## config.mk

```make
export PLATFORM = sky130hd
export DESIGN_NAME = nv12_color_bar_generator_core
export DESIGN_NICKNAME = d
export VERILOG_FILES = /design/src/nv12cb_pkg.sv /design/src/nv12cb_div_pipe.sv /design/src/nv12_color_bar_generator_core.sv
export SDC_FILE = /design/constraint.sdc
export NUM_CORES = 2
export LEC_CHECK = 0
export ABC_AREA = 1
export BUFFER_PORTS_ARGS = -buffer_cell sky130_fd_sc_hd__buf_2
export CORE_MARGIN = 10
export CORE_UTILIZATION = 47
export DETAILED_ROUTE_END_ITERATION = 10
export GPL_TIMING_DRIVEN = 0
export PLACE_DENSITY_LB_ADDON = 0.15
export SYNTH_ARGS = -nofsm -noshare
export SYNTH_HDL_FRONTEND = slang
export SYNTH_HIERARCHICAL = 1
export SYNTH_SLANG_ARGS = --single-unit
```

## constraint.sdc

```tcl
create_clock -name clk -period 17.6 [get_ports clk]
set_input_delay 0.88 -clock clk [delete_from_list [all_inputs] [get_ports clk]]
set_output_delay 0.88 -clock clk [all_outputs]
set_load 0.02 [all_outputs]
```

## src/nv12cb_pkg.sv

```systemverilog
// Shared constants, types and the bar color table for the NV12 color bar generator.
package nv12cb_pkg;

	// field widths
	localparam int FRAME_W  = 32;
	localparam int COL_W    = 12;
	localparam int POS_W    = COL_W + 1;
	localparam int CFG_W    = 13;
	localparam int SAMPLE_W = 8;
	localparam int BAR_W    = 3;

	// width register limits and reset value
	localparam int DEF_MAX_WIDTH = 4096;
	localparam int MIN_WIDTH     = 8;
	localparam int RESET_WIDTH   = 1920;

	// scroll step is four pixels per frame, applied as a left shift
	localparam int SCROLL_SHIFT = 2;

	// remainder pipeline: dividend bits handled per stage
	localparam int STEPS_PER_STAGE = 4;
	localparam int DIV_STAGES      = FRAME_W / STEPS_PER_STAGE;

	typedef struct packed {
		logic [SAMPLE_W-1:0] y;
		logic [SAMPLE_W-1:0] u;
		logic [SAMPLE_W-1:0] v;
	} color_t;

	// white, yellow, cyan, green, magenta, red, blue, black
	function automatic color_t bar_color(logic [BAR_W-1:0] bar);
		color_t c;
		case (bar)
			3'd0:    c = '{y: 8'd235, u: 8'd128, v: 8'd128};
			3'd1:    c = '{y: 8'd210, u: 8'd16,  v: 8'd146};
			3'd2:    c = '{y: 8'd170, u: 8'd166, v: 8'd16};
			3'd3:    c = '{y: 8'd145, u: 8'd54,  v: 8'd34};
			3'd4:    c = '{y: 8'd107, u: 8'd202, v: 8'd222};
			3'd5:    c = '{y: 8'd82,  u: 8'd90,  v: 8'd240};
			3'd6:    c = '{y: 8'd41,  u: 8'd240, v: 8'd110};
			default: c = '{y: 8'd16,  u: 8'd128, v: 8'd128};
		endcase
		return c;
	endfunction

endpackage

```

## src/nv12cb_div_pipe.sv

```systemverilog
// Pipelined restoring remainder unit: shift mod W and position mod W in two lanes.
module nv12cb_div_pipe #(
	parameter int WW = 13
) (
	input  logic                         clk,
	input  logic                         arst_n,
	input  logic                         en,
	input  logic [WW-1:0]                w,
	input  logic                         in_valid,
	input  logic [nv12cb_pkg::FRAME_W-1:0] in_x,
	input  logic [nv12cb_pkg::POS_W-1:0] in_pos,
	input  logic                         in_plane,
	output logic                         out_valid,
	output logic [WW-1:0]                out_rx,
	output logic [WW-1:0]                out_rp,
	output logic                         out_plane
);

	localparam int XW  = nv12cb_pkg::FRAME_W;
	localparam int NST = nv12cb_pkg::DIV_STAGES;
	localparam int SPS = nv12cb_pkg::STEPS_PER_STAGE;

	// one restoring step: bring in the next dividend bit, subtract W if it fits
	function automatic logic [WW-1:0] mod_step(logic [WW-1:0] r, logic b, logic [WW-1:0] d);
		logic [WW:0] t;
		t = {r, b};
		if (t >= {1'b0, d})
			t = t - {1'b0, d};
		return t[WW-1:0];
	endfunction

	// stage registers, index is the stage within this unit
	logic                v_s     [NST];
	logic [XW-1:0]       x_s     [NST];
	logic [XW-1:0]       pos_s   [NST];
	logic [WW-1:0]       rx_s    [NST];
	logic [WW-1:0]       rp_s    [NST];
	logic                plane_s [NST];

	for (genvar s = 0; s < NST; s++) begin : g_stg
		logic          src_v;
		logic [XW-1:0] src_x;
		logic [XW-1:0] src_pos;
		logic [WW-1:0] src_rx;
		logic [WW-1:0] src_rp;
		logic          src_plane;
		logic [WW-1:0] nx_rx;
		logic [WW-1:0] nx_rp;

		if (s == 0) begin : g_first
			assign src_v     = in_valid;
			assign src_x     = in_x;
			assign src_pos   = XW'(in_pos);
			assign src_rx    = '0;
			assign src_rp    = '0;
			assign src_plane = in_plane;
		end else begin : g_next
			assign src_v     = v_s[s-1];
			assign src_x     = x_s[s-1];
			assign src_pos   = pos_s[s-1];
			assign src_rx    = rx_s[s-1];
			assign src_rp    = rp_s[s-1];
			assign src_plane = plane_s[s-1];
		end

		// this stage's share of dividend bits, MSB first
		always_comb begin
			nx_rx = src_rx;
			nx_rp = src_rp;
			for (int k = 0; k < SPS; k++) begin
				nx_rx = mod_step(nx_rx, src_x[XW-1-(s*SPS+k)], w);
				nx_rp = mod_step(nx_rp, src_pos[XW-1-(s*SPS+k)], w);
			end
		end

		always_ff @(posedge clk or negedge arst_n) begin
			if (!arst_n) begin
				v_s[s] <= 1'b0;
			end else if (en) begin
				v_s[s] <= src_v;
			end
		end

		always_ff @(posedge clk) begin
			if (en) begin
				x_s[s]     <= src_x;
				pos_s[s]   <= src_pos;
				rx_s[s]    <= nx_rx;
				rp_s[s]    <= nx_rp;
				plane_s[s] <= src_plane;
			end
		end
	end

	assign out_valid = v_s[NST-1];
	assign out_rx    = rx_s[NST-1];
	assign out_rp    = rp_s[NST-1];
	assign out_plane = plane_s[NST-1];

endmodule

```

## src/nv12_color_bar_generator_core.sv

```systemverilog
// Top level of the NV12 color bar generator: input stage, remainder pipeline, bar select.
// Throughput: one word per cycle while the output is not stalled.
// The 32-bit remainder pipeline (4 bits per stage) sets depth.
// A stall at the output holds every stage in place; nothing is dropped or repeated.
// Reset clears all stage valid bits and sets the width register to 1920 (clamped).
// Width writes are taken in any cycle (cfg_ready is always high).
module nv12_color_bar_generator_core #(
	parameter int MAX_WIDTH = nv12cb_pkg::DEF_MAX_WIDTH
) (
	input  logic                              clk,
	input  logic                              arst_n,
	// configuration
	input  logic                              cfg_valid,
	output logic                              cfg_ready,
	input  logic [nv12cb_pkg::CFG_W-1:0]      cfg_data,
	// input words
	input  logic                              in_valid,
	output logic                              in_ready,
	input  logic [nv12cb_pkg::FRAME_W-1:0]    frame_number,
	input  logic [nv12cb_pkg::COL_W-1:0]      column,
	input  logic                              plane,
	// result words
	output logic                              out_valid,
	input  logic                              out_ready,
	output logic [nv12cb_pkg::SAMPLE_W-1:0]   sample_first,
	output logic [nv12cb_pkg::SAMPLE_W-1:0]   sample_second,
	output logic [nv12cb_pkg::BAR_W-1:0]      bar_number
);

	localparam int WW      = $clog2(MAX_WIDTH + 1);
	localparam int RST_EFF = (nv12cb_pkg::RESET_WIDTH > MAX_WIDTH) ? MAX_WIDTH
	                                                              : nv12cb_pkg::RESET_WIDTH;
	localparam int XW      = nv12cb_pkg::FRAME_W;
	localparam int PW      = nv12cb_pkg::POS_W;
	localparam int BW      = nv12cb_pkg::BAR_W;

	logic          en;
	logic [WW-1:0] w_q;

	// effective width, clamped at write time
	logic [31:0]   cfg_ext;
	logic [WW-1:0] cfg_eff;

	assign cfg_ready = 1'b1;
	assign cfg_ext   = 32'(cfg_data);

	always_comb begin
		if (cfg_ext < 32'(nv12cb_pkg::MIN_WIDTH))
			cfg_eff = WW'(nv12cb_pkg::MIN_WIDTH);
		else if (cfg_ext > 32'(MAX_WIDTH))
			cfg_eff = WW'(MAX_WIDTH);
		else
			cfg_eff = WW'(cfg_ext);
	end

	always_ff @(posedge clk or negedge arst_n) begin
		if (!arst_n) begin
			w_q <= WW'(RST_EFF);
		end else if (cfg_valid && cfg_ready) begin
			w_q <= cfg_eff;
		end
	end

	// global advance: the whole pipe moves unless the output word is stuck
	logic v_s11;
	assign en       = !v_s11 || out_ready;
	assign in_ready = en;

	// stage 1: capture, scale frame by the scroll step, form position
	logic          v_s1;
	logic [XW-1:0] x_s1;
	logic [PW-1:0] pos_s1;
	logic          plane_s1;

	always_ff @(posedge clk or negedge arst_n) begin
		if (!arst_n) begin
			v_s1 <= 1'b0;
		end else if (en) begin
			v_s1 <= in_valid;
		end
	end

	always_ff @(posedge clk) begin
		if (en) begin
			x_s1     <= {frame_number[XW-1-nv12cb_pkg::SCROLL_SHIFT:0],
			             {nv12cb_pkg::SCROLL_SHIFT{1'b0}}};
			pos_s1   <= plane ? {column, 1'b0} : {1'b0, column};
			plane_s1 <= plane;
		end
	end

	// stages 2 to 9: shift mod W and position mod W
	logic          v_s9;
	logic [WW-1:0] rx_s9;
	logic [WW-1:0] rp_s9;
	logic          plane_s9;

	nv12cb_div_pipe #(
		.WW (WW)
	) u_div (
		.clk       (clk),
		.arst_n    (arst_n),
		.en        (en),
		.w         (w_q),
		.in_valid  (v_s1),
		.in_x      (x_s1),
		.in_pos    (pos_s1),
		.in_plane  (plane_s1),
		.out_valid (v_s9),
		.out_rx    (rx_s9),
		.out_rp    (rp_s9),
		.out_plane (plane_s9)
	);

	// stage 10: (pos + shift) mod W, both parts already below W
	logic          v_s10;
	logic [WW-1:0] r_s10;
	logic          plane_s10;
	logic [WW:0]   sum;
	logic [WW:0]   sum_red;

	always_comb begin
		sum     = {1'b0, rx_s9} + {1'b0, rp_s9};
		sum_red = sum;
		if (sum >= {1'b0, w_q})
			sum_red = sum - {1'b0, w_q};
	end

	always_ff @(posedge clk or negedge arst_n) begin
		if (!arst_n) begin
			v_s10 <= 1'b0;
		end else if (en) begin
			v_s10 <= v_s9;
		end
	end

	always_ff @(posedge clk) begin
		if (en) begin
			r_s10     <= sum_red[WW-1:0];
			plane_s10 <= plane_s9;
		end
	end

	// stage 11: bar = floor(8 * r / W), three quotient bits, then color lookup
	logic [BW-1:0]     bar;
	logic [WW-1:0]     br;
	logic [WW:0]       bt;
	nv12cb_pkg::color_t col;

	always_comb begin
		br  = r_s10;
		bar = '0;
		for (int k = 0; k < BW; k++) begin
			bt = {br, 1'b0};
			if (bt >= {1'b0, w_q}) begin
				bt          = bt - {1'b0, w_q};
				bar[BW-1-k] = 1'b1;
			end
			br = bt[WW-1:0];
		end
		col = nv12cb_pkg::bar_color(bar);
	end

	always_ff @(posedge clk or negedge arst_n) begin
		if (!arst_n) begin
			v_s11 <= 1'b0;
		end else if (en) begin
			v_s11 <= v_s10;
		end
	end

	always_ff @(posedge clk) begin
		if (en) begin
			sample_first  <= plane_s10 ? col.u : col.y;
			sample_second <= plane_s10 ? col.v : '0;
			bar_number    <= bar;
		end
	end

	assign out_valid = v_s11;

endmodule

```

# Yosys cells after proc, flatten, opt, wreduce, memory -nomap -nowiden

Memory sizes are Yosys's and may differ from the RTL's. A register that Yosys moved wholly into a read port is not among the register bits.
Index checks and enable logic that the tools add are counted.

Add/subtract/negate cells: 68
Order comparisons: 70
Equality and inequality tests: 6
Mux-type cells: 77
Reductions and logical operators: 3

Operator list:

| operator              | count |
|---|---|
| $ge 14x13->1          | 66 |
| $mux 13               | 69 |
| $sub 13x13->13        | 65 |
| $pmux 24 s7           | 1 |
| $add 13x13->14        | 1 |
| $ge 1x13->1           | 1 |
| $ge 1x13->1 const A   | 1 |
| $gt 13x13->1 const B  | 1 |
| $lt 13x4->1 const B   | 1 |
| $sub 1x13->13         | 1 |
| $sub 1x13->13 const A | 1 |
| $mux 12               | 1 |
| $eq 3x3->1 const B    | 3 |
| $mux 8                | 1 |
| $eq 3x2->1 const B    | 2 |
| $mux 1                | 5 |
| $eq 3x1->1 const B    | 1 |
| $logic_not 3->1       | 1 |
| $logic_not 1->1       | 1 |
| $logic_or 1x1->1      | 1 |

Bits in registers: 100
Bits in writable memories: 728
Input bits: 63
Output and inout port bits: 22
Word-level logic and storage cells: 250
Memories kept: 5

Memories:

| memory        | depth | bits a word | read ports | clocked after Yosys merged registers in | write ports | RTL line              | RTL |
|---|---|---|---|---|---|---|---|
| u_div.pos_s   | 8     | 32          | 7          | 0                                       | 8           | nv12cb_div_pipe.sv:35 | `logic [XW-1:0] pos_s [NST];` |
| u_div.x_s     | 8     | 32          | 7          | 0                                       | 8           | nv12cb_div_pipe.sv:34 | `logic [XW-1:0] x_s [NST];` |
| u_div.rp_s    | 8     | 13          | 8          | 0                                       | 8           | nv12cb_div_pipe.sv:37 | `logic [WW-1:0] rp_s [NST];` |
| u_div.rx_s    | 8     | 13          | 8          | 0                                       | 8           | nv12cb_div_pipe.sv:36 | `logic [WW-1:0] rx_s [NST];` |
| u_div.plane_s | 8     | 1           | 8          | 1                                       | 8           | nv12cb_div_pipe.sv:38 | `logic plane_s [NST];` |

# Logic depth before layout (Yosys ltp)

Depth in word-level cells: 9
Mapped depth: 58

# Modules after synthesis

Netlist, hierarchy kept.

Modules (own cells, without submodules):

| module                        | instances | cells an instance | area an instance (µm²) | sequential area each (µm²) |
|---|---|---|---|---|
| nv12cb_div_pipe               | 1         | 9230              | 61605.3                | 12331.8 |
| nv12_color_bar_generator_core | 1         | 713               | 6292.3                 | 2657.5 |

# Worst setup path before layout

No wires, ideal clock.

Path type: input port to flip-flop
Start point: input out_ready
End point: register v_s1
Setup time: 122 ps
Data arrival time: 12705 ps
Required time: 17478 ps
Setup slack: 4773 ps
Stages: 3
Buffers on the path: 0
Path through: inv_1 -> nand2_1 -> mux2_2

Word-level cells in the longest chain between the ends: 1

RTL lines:

| what                 | RTL line                            | RTL |
|---|---|---|
| from (decl)          | nv12_color_bar_generator_core.sv:24 | `input logic out_ready,` |
| $logic_or 1x1->1     | nv12_color_bar_generator_core.sv:66 | `assign en = !v_s11 \|\| out_ready;` |
| net in_ready         | nv12_color_bar_generator_core.sv:18 | `output logic in_ready,` |
| to (signal assigned) | nv12_color_bar_generator_core.sv:79 | `v_s1 <= in_valid;` |
| to (decl)            | nv12_color_bar_generator_core.sv:70 | `logic v_s1;` |

The timed path passes the listed nets, and every way through them passes these cells.
A chain may end at the register's enable or synchronous reset.

==> results.sh <==
export IMPL_port_buffers=79
export IMPL_slew_viol_final=0
export IMPL_cts_root_buf="clkbuf_16"
export IMPL_max_freq_ghz=0.0993
export IMPL_fillers=14300
export IMPL_slowest_delay_ns=0.80
export IMPL_wl_um=196000
export IMPL_synth_distinct_cells=68
export IMPL_critPathLaunch="w_q[0]"
export IMPL_avgRoutedWirePerCell_um=16.2
export IMPL_synth_edf_count=479
export IMPL_clock_skew_ns=0.0402
export IMPL_numCtsBuffers=69
export IMPL_yosysWarnings=6
export IMPL_drt_iter0_markers=4463
export IMPL_drt_antenna_violating_nets=0
export IMPL_die_width_um=400
export IMPL_crit_path_start_kind="flop"
export IMPL_pin_count=85
export IMPL_fin_util_pct=51.2
export IMPL_cts_tree="built"
export IMPL_fin_crit_sh_pct=57.2
export IMPL_grt_pass1_wl_um=315000
export IMPL_synth_top_family_by_area="simple AND/OR/NAND/NOR gates"
export IMPL_path_clk_slew_ns=0.07
export IMPL_timing_final_ws_setup_ns=7.53
export IMPL_cts_setup_buffers=0
export IMPL_r2r_setup_slack_ns=7.53
export IMPL_drive_gt1_share_pct=6.58
export IMPL_ctsHoldBuffers=0
export IMPL_syn_area_per_cell_um2=6.83
export IMPL_rsz0062_at_grt="false"
export IMPL_finalHoldViolCount=0
export IMPL_ctsLongestPathBuffers=3
export IMPL_synthAdderAreaFrac_pct=17.4
export IMPL_arrival_ns=10.50
export IMPL_timing_rr_start="w_q[0]"
export IMPL_cpMaxStageDelayCell="dfrtp_4"
export IMPL_hp_class="in2async"
export IMPL_cp_max_fo=37
export IMPL_final_seq_area_mm2=0.0150
export IMPL_grt_total_usage_pct=23.9
export IMPL_worst_slew_pin_slew_ns=1.06
export IMPL_ys_flop_type="edfxtp_1"
export IMPL_yosys_area_share_simple_pct=30.9
export IMPL_ys_ff_latch=503
export IMPL_rows=139
export IMPL_num_vias=64800
export IMPL_slew_headroom_pct=28.9
export IMPL_firstDrtPassIters=8
export IMPL_netlist_area_mm2=0.0679
export IMPL_postSynthCellCount=9943
export IMPL_vias_per_cell=5.37
export IMPL_clock_sinks=503
export IMPL_cts_resized=0
export IMPL_synth_compound_area_share_pct=12.8
export IMPL_worstSkewPairLatency_ns=0.69
export IMPL_final_nets=11100
export IMPL_n_antenna_cell=0
export IMPL_drc=0
export IMPL_cap_violations=0
export IMPL_async_flop_share_pct=4.77
export IMPL_grt_max_degree=71
export IMPL_finalCriticalPeriod_ns=10.07
export IMPL_crit_type="reg2reg"
export IMPL_start_util_pct=47.3
export IMPL_area_growth_pct=8.38
export IMPL_die_area_mm2=0.160
export IMPL_die_height_um=400
export IMPL_crit_top_cell="nand2_1"
export IMPL_place_gp_congestion=0.905
export IMPL_core_area_mm2=0.144
export IMPL_antenna_found_initial=1
export IMPL_status="complete, no violations"
export IMPL_crit_required_ns=18.03
export IMPL_htreeDepth=3
export IMPL_multi_input_area_mm2=0.0471
export IMPL_first_global_vias=61500
export IMPL_synthXorXnorAreaFrac_pct=8.19
export IMPL_end_kind="flop"
export IMPL_muxShareOfSynthArea_pct=0.0663
export IMPL_ys_seq_area_share_pct=22.1
export IMPL_pre_cts_slack_ns=7.68
export IMPL_setup_viol=0
export IMPL_place_hpwl_um=147000
export IMPL_grt_overflow_total=0
[critical path: cells and delay by family (launching register included)]
family / cells / cell delay [ns]
fa+ha+maj: 4 / 1.30
compound gates: 10 / 1.90
buf+inv: 15 / 3.20
simple gates: 25 / 2.52
flops: 1 / 0.80
[cell usage after synthesis, drive strengths merged (49+ instances only)]
library cell  number  area share (%)
a31oi             63            0.58
nand2           3280              18
or2               49            0.45
o21ai            540             4.1
nand3b            49            0.55
fa                51             1.5
nor2             636             3.7
nor3              66            0.52
xor2             366             4.7
ha               860              16
a21o              65            0.72
nand3            660             5.6
edfxtp           479              21
inv             1289             7.1
xnor2            269             3.5
a21oi            663             5.2
buf              131             1.4
o21bai            57            0.63
nand4            157             1.5
[path summary, 6_finish.rpt]
path / end / depth (start not counted)
worst max-delay path: u_div/rp_s[1][8] / 54
worst min-delay path: out_valid / 1
worst max register to register: u_div/rp_s[1][8] / 54
worst min register to register: u_div/x_s[3][15] / 0
max in group asynchronous: w_q[1] / 1
min in group clk: x_s1[26] / 1
[sequential cells by signal, indices dropped and copies added (netlist names)]
name and count:
sample_second 6, w_q 13, u_div/plane_s 8, x_s1 30, u_div/out_valid 1, u_div/pos_s 76
u_div/rp_s 104, sample_first 8, bar_number 3, u_div/x_s 112, v_s10 1, out_valid 1
u_div/g_stg.src_v 7, plane_s10 1, v_s1 1, r_s10 13, pos_s1 13, plane_s1 1
u_div/rx_s 104
[cells in the final DEF, fill, tap and decap left out, drive strengths merged, types with 63 or more instances in the layout]
cell    synthesis  routed
buf           131     232
a21oi         663     663
nor2          636     636
nand2        3280    3280
nand3         660     660
o21ai         540     540
nor3           66      66
ha            860     860
xnor2         269     269
a21o           65      65
edfxtp        479     479
xor2          366     366
inv          1289    1300
nand4         157     157
clkbuf         12      86
a31oi          63      63
[routing by layer]
layer / global-route usage, % / vias up / share of wire, %
met3: 2.61 / 316 / 4.9
met1: 31.9 / 29700 / 47
met4: 7.30 / 0 / 2.7
met5: 0 / - / 0
met2: 40.2 / 1426 / 46
li1: - / 33400 / -
[cells by family (layout without fill, tap and decap cells)]
group,Yosys count,in the layout
AOI/OAI and AO/OA,1520,1520
muxes,4,4
buffers and inverters,1434,1656
adders and majority gates,911,911
DFF,503,503
other,2,4
and+or+nand+nor,4934,4934
xor gates and xnor gates,635,635
[layout make-up]
type | count | share of cell area (%)
Tap cell | 1903 | 3.24
Buffer | 143 | 1.35
Sequential cell | 503 | 20.4
Multi-Input combinational cell | 8008 | 64.0
Inverter | 1291 | 6.66
Clock inverter | 47 | 0.684
Clock buffer | 74 | 2.37
Timing Repair Buffer | 101 | 1.35
[per-stage QoR]
stage / std cells / hold slack, ns / setup TNS (ns) / area, um2
2_1_floorplan: 9945 / 0.400 / 0 / 67900
3_3_place_gp: 11900 / 0.402 / -99.69 / 70700
3_5_place_dp: 11900 / 0.405 / 0 / 71300
4_1_cts: 12100 / 0.153 / 0 / 73600
5_1_grt: 12100 / 0.204 / 0 / 73600
6_report: 12100 / 0.182 / 0 / 73600
Power is left out: the tool's default activity adds up to more than one toggle a clock period on the data nets, which glitch-free logic cannot reach.
